===== src/rtl/ssp_pkg.sv =====
// ---------------------------------------------------------------------------
// ssp_pkg: shared definitions of the size string parser
// Character codes, status codes, controller/datapath handshake structs and
// the power-of-ten table that supplies the fraction divisor.
// ---------------------------------------------------------------------------
package ssp_pkg;

    localparam int CH_W      = 8;
    localparam int STATUS_W  = 2;
    localparam int FRAC_W    = 5;
    localparam int SHIFT_W   = 5;
    localparam int DIVISOR_W = 64;

    localparam logic [STATUS_W-1:0] ST_OK       = 2'd0;
    localparam logic [STATUS_W-1:0] ST_INVALID  = 2'd1;
    localparam logic [STATUS_W-1:0] ST_OVERFLOW = 2'd2;

    localparam logic [CH_W-1:0] CH_NUL   = 8'd0;
    localparam logic [CH_W-1:0] CH_TAB   = 8'd9;
    localparam logic [CH_W-1:0] CH_CR    = 8'd13;
    localparam logic [CH_W-1:0] CH_SPACE = 8'd32;
    localparam logic [CH_W-1:0] CH_POINT = 8'h2E;
    localparam logic [CH_W-1:0] CH_ZERO  = 8'h30;
    localparam logic [CH_W-1:0] CH_NINE  = 8'h39;
    localparam logic [CH_W-1:0] CH_LO_K  = 8'h6B;
    localparam logic [CH_W-1:0] CH_UP_K  = 8'h4B;
    localparam logic [CH_W-1:0] CH_LO_M  = 8'h6D;
    localparam logic [CH_W-1:0] CH_UP_M  = 8'h4D;
    localparam logic [CH_W-1:0] CH_LO_G  = 8'h67;
    localparam logic [CH_W-1:0] CH_UP_G  = 8'h47;

    localparam logic [SHIFT_W-1:0] SHIFT_NONE = 5'd0;
    localparam logic [SHIFT_W-1:0] SHIFT_KILO = 5'd10;
    localparam logic [SHIFT_W-1:0] SHIFT_MEGA = 5'd20;
    localparam logic [SHIFT_W-1:0] SHIFT_GIGA = 5'd30;

    // Commands from the controller to the datapath.
    typedef struct packed {
        logic capture;  // register the accepted byte
        logic step;     // apply the registered byte to the parse state
        logic load;     // move the finished result into the output register
    } cmd_t;

    // Status from the datapath to the controller.
    typedef struct packed {
        logic end_of_text;  // registered byte is the terminator
        logic div_done;     // fraction division has finished
    } sts_t;

    // Ten to the power of the fraction digit count.
    function automatic logic [DIVISOR_W-1:0] pow10(input logic [FRAC_W-1:0] n);
        logic [DIVISOR_W-1:0] r;
        unique case (n)
            5'd0:    r = 64'd1;
            5'd1:    r = 64'd10;
            5'd2:    r = 64'd100;
            5'd3:    r = 64'd1000;
            5'd4:    r = 64'd10000;
            5'd5:    r = 64'd100000;
            5'd6:    r = 64'd1000000;
            5'd7:    r = 64'd10000000;
            5'd8:    r = 64'd100000000;
            5'd9:    r = 64'd1000000000;
            5'd10:   r = 64'd10000000000;
            5'd11:   r = 64'd100000000000;
            5'd12:   r = 64'd1000000000000;
            5'd13:   r = 64'd10000000000000;
            5'd14:   r = 64'd100000000000000;
            5'd15:   r = 64'd1000000000000000;
            5'd16:   r = 64'd10000000000000000;
            5'd17:   r = 64'd100000000000000000;
            5'd18:   r = 64'd1000000000000000000;
            5'd19:   r = 64'd10000000000000000000;
            default: r = 64'd1;
        endcase
        return r;
    endfunction

endpackage


===== src/rtl/ssp_div.sv =====
// ---------------------------------------------------------------------------
// ssp_div: bit-serial restoring divider
// Produces one quotient bit per cycle; done pulses as the last bit is registered.
// ---------------------------------------------------------------------------
module ssp_div
    import ssp_pkg::*;
#(
    parameter int VALUE_WIDTH = 64
)
(
    input  logic                   clk,
    input  logic                   rst_n,
    input  logic                   start,
    input  logic [VALUE_WIDTH-1:0] dividend,
    input  logic [DIVISOR_W-1:0]   divisor,
    output logic                   done,
    output logic [VALUE_WIDTH-1:0] quotient
);

    localparam int CNT_W = $clog2(VALUE_WIDTH + 1);

    logic                   busy_reg;
    logic                   done_reg;
    logic [CNT_W-1:0]       cnt_reg;
    logic [DIVISOR_W-1:0]   rem_reg;
    logic [DIVISOR_W-1:0]   rem_next;
    logic [DIVISOR_W-1:0]   dvs_reg;
    logic [VALUE_WIDTH-1:0] quo_reg;
    logic [VALUE_WIDTH-1:0] quo_next;
    logic [DIVISOR_W:0]     trial;
    logic [DIVISOR_W:0]     diff;
    logic                   fits;

    // The partial remainder stays below the divisor, so one extra bit holds
    // the shifted trial value.
    always_comb
    begin
        trial    = {rem_reg, quo_reg[VALUE_WIDTH-1]};
        diff     = trial - {1'b0, dvs_reg};
        fits     = trial >= {1'b0, dvs_reg};
        rem_next = fits ? diff[DIVISOR_W-1:0] : trial[DIVISOR_W-1:0];
        quo_next = {quo_reg[VALUE_WIDTH-2:0], fits};
    end

    always_ff @(posedge clk or negedge rst_n)
    begin
        if (!rst_n)
        begin
            busy_reg <= 1'b0;
            done_reg <= 1'b0;
            cnt_reg  <= '0;
        end
        else
        begin
            done_reg <= busy_reg && (cnt_reg == CNT_W'(1));
            if (start)
            begin
                busy_reg <= 1'b1;
                cnt_reg  <= CNT_W'(VALUE_WIDTH);
            end
            else if (busy_reg)
            begin
                cnt_reg <= cnt_reg - CNT_W'(1);
                if (cnt_reg == CNT_W'(1))
                begin
                    busy_reg <= 1'b0;
                end
            end
        end
    end

    always_ff @(posedge clk)
    begin
        if (start)
        begin
            rem_reg <= '0;
            quo_reg <= dividend;
            dvs_reg <= divisor;
        end
        else if (busy_reg)
        begin
            rem_reg <= rem_next;
            quo_reg <= quo_next;
        end
    end

    assign done     = done_reg;
    assign quotient = quo_reg;

endmodule


===== src/rtl/ssp_dp.sv =====
// ---------------------------------------------------------------------------
// ssp_dp: size string parser datapath
// Holds the grammar phase, accumulator, fraction count and overflow flag,
// runs the fraction division and owns the output payload register.
// ---------------------------------------------------------------------------
module ssp_dp
    import ssp_pkg::*;
#(
    parameter int MAX_FRACTION_DIGITS = 19,
    parameter int VALUE_WIDTH         = 64
)
(
    input  logic                   clk,
    input  logic                   rst_n,
    input  cmd_t                   cmd,
    output sts_t                   sts,
    input  logic [CH_W-1:0]        ch,
    output logic [VALUE_WIDTH-1:0] value,
    output logic [STATUS_W-1:0]    status
);

    typedef enum logic [2:0] {
        PH_LEAD,
        PH_INT,
        PH_FRAC,
        PH_TRAIL,
        PH_SUFFIX,
        PH_SKIP
    } phase_t;

    localparam logic [FRAC_W-1:0] FRAC_MAX = FRAC_W'(MAX_FRACTION_DIGITS);

    logic [CH_W-1:0]        ch_reg;
    phase_t                 phase_reg;
    phase_t                 phase_next;
    logic [VALUE_WIDTH-1:0] acc_reg;
    logic [VALUE_WIDTH-1:0] acc_next;
    logic [FRAC_W-1:0]      frac_reg;
    logic [FRAC_W-1:0]      frac_next;
    logic [FRAC_W-1:0]      frac_inc;
    logic                   ovf_reg;
    logic                   ovf_next;
    logic [STATUS_W-1:0]    fin_status_reg;
    logic [STATUS_W-1:0]    fin_status_next;
    logic [VALUE_WIDTH-1:0] value_reg;
    logic [STATUS_W-1:0]    status_reg;

    logic                   is_digit;
    logic                   is_space;
    logic                   is_nul;
    logic [3:0]             digit;
    logic [SHIFT_W-1:0]     sh_amt;
    logic [VALUE_WIDTH+3:0] prod;
    logic                   add_ovf;
    logic [VALUE_WIDTH+29:0] shifted;
    logic                   sh_ovf;
    logic                   div_start;
    logic                   div_done;
    logic [VALUE_WIDTH-1:0] quotient;

    // Byte classification.
    always_comb
    begin
        is_nul   = (ch_reg == CH_NUL);
        is_digit = (ch_reg >= CH_ZERO) && (ch_reg <= CH_NINE);
        is_space = (ch_reg == CH_SPACE) || ((ch_reg >= CH_TAB) && (ch_reg <= CH_CR));
        digit    = 4'(ch_reg - CH_ZERO);
        priority if ((ch_reg == CH_LO_K) || (ch_reg == CH_UP_K))
            sh_amt = SHIFT_KILO;
        else if ((ch_reg == CH_LO_M) || (ch_reg == CH_UP_M))
            sh_amt = SHIFT_MEGA;
        else if ((ch_reg == CH_LO_G) || (ch_reg == CH_UP_G))
            sh_amt = SHIFT_GIGA;
        else
            sh_amt = SHIFT_NONE;
    end

    // Times ten as two shifted copies; anything above the value width overflows.
    always_comb
    begin
        prod    = {1'b0, acc_reg, 3'b000} + {3'b000, acc_reg, 1'b0}
                + {{VALUE_WIDTH{1'b0}}, digit};
        add_ovf = |prod[VALUE_WIDTH+3:VALUE_WIDTH];
        shifted = {30'd0, acc_reg} << sh_amt;
        sh_ovf  = |shifted[VALUE_WIDTH+29:VALUE_WIDTH];
        frac_inc = (frac_reg <= FRAC_MAX) ? frac_reg + FRAC_W'(1) : frac_reg;
    end

    always_comb
    begin
        phase_next      = phase_reg;
        acc_next        = acc_reg;
        frac_next       = frac_reg;
        ovf_next        = ovf_reg;
        fin_status_next = ST_OK;

        if (is_nul)
        begin
            if ((phase_reg == PH_LEAD) || (phase_reg == PH_SKIP))
                fin_status_next = ST_INVALID;
            else if (ovf_reg || (frac_reg > FRAC_MAX))
                fin_status_next = ST_OVERFLOW;
            else
                fin_status_next = ST_OK;
            phase_next = PH_LEAD;
            acc_next   = '0;
            frac_next  = '0;
            ovf_next   = 1'b0;
        end
        else
        begin
            unique case (phase_reg)
                PH_LEAD:
                begin
                    if (is_digit)
                    begin
                        if (add_ovf)
                            ovf_next = 1'b1;
                        else
                            acc_next = prod[VALUE_WIDTH-1:0];
                        phase_next = PH_INT;
                    end
                    else if (!is_space)
                    begin
                        phase_next = PH_SKIP;
                    end
                end
                PH_INT, PH_FRAC:
                begin
                    if (is_digit)
                    begin
                        if (!ovf_reg)
                        begin
                            if (add_ovf)
                                ovf_next = 1'b1;
                            else
                                acc_next = prod[VALUE_WIDTH-1:0];
                        end
                        if (phase_reg == PH_FRAC)
                        begin
                            frac_next = frac_inc;
                            if (frac_inc > FRAC_MAX)
                                ovf_next = 1'b1;
                        end
                    end
                    else if ((ch_reg == CH_POINT) && (phase_reg == PH_INT))
                    begin
                        phase_next = PH_FRAC;
                    end
                    else if (is_space)
                    begin
                        phase_next = PH_TRAIL;
                    end
                    else if (sh_amt != SHIFT_NONE)
                    begin
                        if (!ovf_reg)
                        begin
                            if (sh_ovf)
                                ovf_next = 1'b1;
                            else
                                acc_next = shifted[VALUE_WIDTH-1:0];
                        end
                        phase_next = PH_SUFFIX;
                    end
                    else
                    begin
                        phase_next = PH_SKIP;
                    end
                end
                PH_TRAIL:
                begin
                    if (sh_amt != SHIFT_NONE)
                    begin
                        if (!ovf_reg)
                        begin
                            if (sh_ovf)
                                ovf_next = 1'b1;
                            else
                                acc_next = shifted[VALUE_WIDTH-1:0];
                        end
                        phase_next = PH_SUFFIX;
                    end
                    else if (!is_space)
                    begin
                        phase_next = PH_SKIP;
                    end
                end
                default:
                begin
                    phase_next = PH_SKIP;
                end
            endcase
        end
    end

    always_ff @(posedge clk or negedge rst_n)
    begin
        if (!rst_n)
        begin
            phase_reg <= PH_LEAD;
            acc_reg   <= '0;
            frac_reg  <= '0;
            ovf_reg   <= 1'b0;
        end
        else if (cmd.step)
        begin
            phase_reg <= phase_next;
            acc_reg   <= acc_next;
            frac_reg  <= frac_next;
            ovf_reg   <= ovf_next;
        end
    end

    always_ff @(posedge clk)
    begin
        if (cmd.capture)
            ch_reg <= ch;
        if (div_start)
            fin_status_reg <= fin_status_next;
        if (cmd.load)
        begin
            value_reg  <= (fin_status_reg == ST_OK) ? quotient : '0;
            status_reg <= fin_status_reg;
        end
    end

    // The divider takes its own copy of the accumulator, so the parse state
    // clears at the terminator while the division runs.
    assign div_start = cmd.step && is_nul;

    ssp_div #(
        .VALUE_WIDTH (VALUE_WIDTH)
    ) u_div (
        .clk      (clk),
        .rst_n    (rst_n),
        .start    (div_start),
        .dividend (acc_reg),
        .divisor  (pow10(frac_reg)),
        .done     (div_done),
        .quotient (quotient)
    );

    assign sts.end_of_text = is_nul;
    assign sts.div_done    = div_done;
    assign value           = value_reg;
    assign status          = status_reg;

endmodule


===== src/rtl/ssp_ctrl.sv =====
// ---------------------------------------------------------------------------
// ssp_ctrl: size string parser controller
// Sequences byte capture, parse step, division wait and result hand-off.
// ---------------------------------------------------------------------------
module ssp_ctrl
    import ssp_pkg::*;
(
    input  logic clk,
    input  logic rst_n,
    input  logic ch_valid,
    output logic ch_stall,
    output logic res_valid,
    input  logic res_stall,
    output cmd_t cmd,
    input  sts_t sts
);

    typedef enum logic [1:0] {
        S_IDLE,
        S_EXEC,
        S_DIV,
        S_DONE
    } state_t;

    state_t state_reg;
    state_t state_next;
    logic   res_valid_reg;
    logic   res_valid_next;
    logic   slot_free;

    // The output register can take a new result when empty or being drained.
    assign slot_free = !res_valid_reg || !res_stall;

    always_comb
    begin
        state_next  = state_reg;
        cmd.capture = 1'b0;
        cmd.step    = 1'b0;
        cmd.load    = 1'b0;
        unique case (state_reg)
            S_IDLE:
            begin
                if (ch_valid)
                begin
                    cmd.capture = 1'b1;
                    state_next  = S_EXEC;
                end
            end
            S_EXEC:
            begin
                cmd.step   = 1'b1;
                state_next = sts.end_of_text ? S_DIV : S_IDLE;
            end
            S_DIV:
            begin
                if (sts.div_done)
                    state_next = S_DONE;
            end
            S_DONE:
            begin
                if (slot_free)
                begin
                    cmd.load   = 1'b1;
                    state_next = S_IDLE;
                end
            end
            default:
            begin
                state_next = S_IDLE;
            end
        endcase
        res_valid_next = cmd.load || (res_valid_reg && res_stall);
    end

    always_ff @(posedge clk or negedge rst_n)
    begin
        if (!rst_n)
        begin
            state_reg     <= S_IDLE;
            res_valid_reg <= 1'b0;
        end
        else
        begin
            state_reg     <= state_next;
            res_valid_reg <= res_valid_next;
        end
    end

    assign ch_stall  = (state_reg != S_IDLE);
    assign res_valid = res_valid_reg;

endmodule


===== src/rtl/size_string_parser.sv =====
// ---------------------------------------------------------------------------
// size_string_parser: human-readable size text parser
// Takes a size text one byte per transfer and, at the NUL terminator, gives
// one result transfer with the scaled value and a status code.
// ---------------------------------------------------------------------------
// A byte is captured and then applied in a parse step, and the input stalls
// until the step is done; a NUL byte blocks the input further until the
// bit-serial divider (one quotient bit per cycle) has finished and its result
// has been loaded into the output register. Other bytes give no result.
// Reset (rst_n low, asynchronous) empties the output register and returns the
// parser to the leading whitespace phase with a cleared accumulator.
// ---------------------------------------------------------------------------
module size_string_parser
    import ssp_pkg::*;
#(
    parameter int MAX_FRACTION_DIGITS = 19,
    parameter int VALUE_WIDTH         = 64
)
(
    input  logic                   clk,
    input  logic                   rst_n,
    // Text byte channel.
    input  logic                   ch_valid,
    output logic                   ch_stall,
    input  logic [CH_W-1:0]        ch,
    // Result channel.
    output logic                   res_valid,
    input  logic                   res_stall,
    output logic [VALUE_WIDTH-1:0] value,
    output logic [STATUS_W-1:0]    status
);

    // The controller owns the handshakes and the sequence of a byte: it
    // registers the byte, lets the datapath apply it in the next cycle and,
    // for the terminator, waits for the division before loading the output
    // register. The output register is separate from the parse state, so a
    // result may wait for its transfer while the next text is already parsed.
    cmd_t cmd;
    sts_t sts;

    ssp_ctrl u_ctrl (
        .clk       (clk),
        .rst_n     (rst_n),
        .ch_valid  (ch_valid),
        .ch_stall  (ch_stall),
        .res_valid (res_valid),
        .res_stall (res_stall),
        .cmd       (cmd),
        .sts       (sts)
    );

    // The datapath holds the grammar phase, the accumulator (times ten plus
    // digit, overflow checked against VALUE_WIDTH bits), the suffix shift,
    // the fraction digit count and the divider that removes the fraction
    // scale by ten to the number of fraction digits.
    ssp_dp #(
        .MAX_FRACTION_DIGITS (MAX_FRACTION_DIGITS),
        .VALUE_WIDTH         (VALUE_WIDTH)
    ) u_dp (
        .clk    (clk),
        .rst_n  (rst_n),
        .cmd    (cmd),
        .sts    (sts),
        .ch     (ch),
        .value  (value),
        .status (status)
    );

endmodule


===== config.mk =====
export PLATFORM = sky130hd
export DESIGN_NAME = size_string_parser
export DESIGN_NICKNAME = d
export VERILOG_FILES = /design/src/rtl/ssp_pkg.sv /design/src/rtl/ssp_div.sv /design/src/rtl/ssp_dp.sv /design/src/rtl/ssp_ctrl.sv /design/src/rtl/size_string_parser.sv
export SDC_FILE = /design/constraint.sdc
export NUM_CORES = 1
export LEC_CHECK = 0
export ABC_CLOCK_PERIOD_IN_PS = 4200
export BUFFER_PORTS_ARGS = -buffer_cell sky130_fd_sc_hd__buf_2
export CAP_MARGIN = 40
export CORE_MARGIN = 5
export CORE_UTILIZATION = 58
export CTS_BUF_LIST = sky130_fd_sc_hd__clkbuf_4 sky130_fd_sc_hd__clkbuf_8 sky130_fd_sc_hd__clkbuf_16
export DETAILED_ROUTE_END_ITERATION = 6
export HOLD_SLACK_MARGIN = 0.1
export PLACE_DENSITY = 0.78
export SYNTH_ARGS = -nofsm -noshare
export SYNTH_HDL_FRONTEND = slang
export SYNTH_SLANG_ARGS = --single-unit

===== constraint.sdc =====
create_clock -name clk -period 4.2 [get_ports clk]
set_clock_uncertainty 0.15 [all_clocks]
set_input_delay 0.42 -clock clk [delete_from_list [all_inputs] [get_ports clk]]
set_output_delay 0.42 -clock clk [all_outputs]
set_load 0.01 [all_outputs]

==> run metrics <==
worst-margin pin slew 0.940 ns; crit path max fanout 19; setup repair after global routing missed its margin yes; min-delay worst type in2reg; crit path buf inv count 5; worst voltage drop across the vdd grid 0.000388 V; Yosys warnings 0; biggest area consumer among synthesized cells edfxtp_1; number of setup violations in the final report 49; WP data arrival 4.60 ns; post-DP HPWL 59200 um; cell types occupying the most area after synthesis edfxtp_1 24%, ha_1 10%, dfrtp_1 8.6%; max_cap viols 0; Final Max Slew Viols 0; final cell utilization of the core 68.3%; Routed Wire Length about 80000 um; kind of cell adding the most delay to the critical path compound AO/OA/AOI/OAI gates; routed via count divided by cell count ~6.3; fin worst setup slack -0.0862 ns; PD cells ~420 mW/mm^2; PortBufs between 70 and 80; GPL Wtd Cong 1.02; launching element type of the critical path flop; synthesized net count around 3100; number of global-route vias before repair 22898; overall power of the completed layout 12.1 mW; leftover overflow at the end of global routing 0; failing checks setup timing; Async S/R FF share, synth 24.8%; setup total negative slack -1.67 ns; maximum single-stage delay on the critical path 0.61 ns; site row count 75; clock edge transition at the registers on the reported setup and hold paths ~0.06 ns; worst slew slack as a fraction of its limit 37.3%; die span in y roughly 220 um; worst slack at placement -0.312 ns; non-filler instance count after layout about 3600; Initial Util 58.8%; placed cells ~3600; number of hold violations in the final report 0; final antenna diode count 0; signed area change from the synthesized netlist to the final layout 16.1%; area of the core 0.0421 sq mm; number of synthesized register bits between 300 and 400; initial antenna violation count 0; maximum clock path buffer count 3; pin count of the biggest net entering global routing 140; number of vias after detailed routing ~23000; iteration count of the initial detailed-routing pass 5; fin nets around 3300; Die Outline Area about 0.047 sq mm; library cell used as clock root buffer clkbuf_16; Starting DRT DRC Count 2221; most used flip-flop cell after synthesis edfxtp_1; Worst Path Required 4.52 ns; share of layout cells above drive strength 1 ~15%; Final Critical Period approximately 4.3 ns; share of the synthesized area in the top cell type a little under a quarter; cell-by-cell listing of the critical path inv_2 > fa_2 > fa_2 > nand2b_4 > a21oi_4 > o211ai_1 > buf_4 > a21boi_4 > o311ai_4 > a211oi_2 > a211oi_2 > mux2i_1 > a41oi_4 > buf_6 > buf_6 > o21ai_4 > buf_12 > nand2_1 > o211ai_1; sequential cell area fraction in the yosys report 37.3%; total CTS buffers 38; result of the run complete, but fails checks; standard cell with the maximum stage delay on the critical path fa_2; count of flip-flops with a built-in enable after synthesis 194; count of distinct cell types in the synthesized netlist between 80 and 90; Crit Path Category reg2reg; cell area after technology mapping between 0.02 and 0.025 sq mm; type of element capturing the critical path flop; average routed wire per standard cell roughly 22 um; post-route fraction of the period consumed by the critical path 102%; cell count after synthesis roughly 2900; GR Util All Layers between 30% and 40%; clk sinks 343; # H-tree levels 2; remaining design rule violation count 0; Die W between 200 and 250 um; global-route wire length before repair ~120000 um; Synth Area per Inst between 8 and 9 sq um; CTS tree built; Worst-Skew Late Latency 0.57 ns; num ports 80; Peak Freq approximately 0.23 GHz; Lkg Pwr 13.2 nW; number of nets with antenna violations after routing 0
[where the power goes]
part	switching (mW)	leakage, nW	internal, mW
logic	2.43	9.16	1.82
registers	0.439	3.41	4.02
clock network	1.43	0.626	2.00
[per-stage QoR]
step | hold WS (ns) | area, sq um
floorplan | -0.0256 | 24800
global placement | 0.321 | 27000
detailed placement | 0.339 | 27000
CTS | 0.228 | 28700
global route | 0.269 | 28800
finish | 0.238 | 28800
[logic make-up after synthesis]
kind of cell | Yosys count | share of synthesized area [%]
adder cells (fa/ha/maj) | 201 | 10.2
XOR/XNOR | 131 | 4.63
multiplexers | 74 | 3.25
AO/OA/AOI/OAI | 890 | 22.3
AND/OR/NAND/NOR | 960 | 17.9
buffers and inverters | 283 | 4.47
flip-flops | 343 | 37.3
[layout make-up]
| class | count | area (sq um) |
|---|---|---|
| clock buffers | 43 | 1010 |
| clock inverters | 26 | 255 |
| fillers | 3361 | 13400 |
| inverters | 118 | 445 |
| multi-input cells | 2256 | 14700 |
| flip-flops and latches | 343 | 9240 |
| well taps | 539 | 674 |
| repair buffers | 320 | 2450 |
[routing by layer]
metal,up-vias,track usage (%),routed length (um)
li1,10816,-,-
met1,11006,41.8,31600
met2,993,55.8,37700
met3,255,5.12,5490
met4,0,15.6,4040
met5,-,0,0
[cell usage after synthesis, types with 58 or more instances]
cell type and n:
and2_1 76, xor2_1 58, a21o_1 109, a21oi_1 264, o21ai_0 243, inv_1 117, xnor2_1 73, ha_1 198
nand2_1 438, nor2_1 175, edfxtp_1 194, clkbuf_1 130, mux2i_1 68, dfrtp_1 85, dfxtp_1 64
[path summary, 6_finish.rpt]
| kind | cells past startpoint | start | slack, ns | to |
|---|---|---|---|---|
| min in group asynchronous | 2 | rst_n | 0.32 | u_dp.acc_reg[9] |
| max in group asynchronous | 3 | rst_n | 2.63 | u_dp.acc_reg[51] |
| max reg2reg | 19 | u_dp.acc_reg[0] | -0.09 | u_dp.acc_reg[30] |
| min | 3 | ch_valid | 0.24 | u_dp.ch_reg[5] |
| min reg2reg | 2 | u_dp.u_div.rem_reg[1] | 0.35 | u_dp.u_div.rem_reg[1] |
| max | 19 | u_dp.acc_reg[0] | -0.09 | u_dp.acc_reg[30] |
[placed cells by master, fill, tap and decap left out, types with 9 or more instances in the layout]
cell type and count:
nand2_1 432, a21oi_1 253, o21ai_0 232, buf_4 212
ha_1 196, edfxtp_1 194, nor2_1 173, inv_1 112
a21o_1 109, dfrtp_1 84, buf_2 78, and2_1 76
xnor2_1 73, mux2i_1 67, dfxtp_1 64, xor2_1 58
nor3_1 54, nand3_1 49, nand4_1 39, clkbuf_16 39
o22ai_1 33, o211ai_1 24, and3_1 23, nand2b_1 22
a31oi_1 21, a211oi_1 19, o21bai_1 19, nor2b_1 18
o21a_1 18, o21ai_1 16, a22oi_1 15, nor4_1 13
buf_12 12, o221ai_1 10, dlygate4sd3_1 10, a21oi_2 9
[timing repair]
action | in CTS | in global routing
cloned | 2 | 0
setup endpoints to repair | 65 | 66
gates resized for setup | 30 | 39
pin swaps | 16 | 19
endpoints found under the hold margin | 65 | 0
hold buffers | 10 | 0
buffers inserted | 11 | 4
[worst register-to-register path, delay by kind of cell (launching register included)]
family / cells / cell delay [ns]
simple gates: 2 / 0.21
flops: 1 / 0.37
buf+inv: 5 / 0.71
compound gates: 9 / 1.57
mux: 1 / 0.34
fa+ha+maj: 2 / 0.83
(Power assumes the default switching activity.)
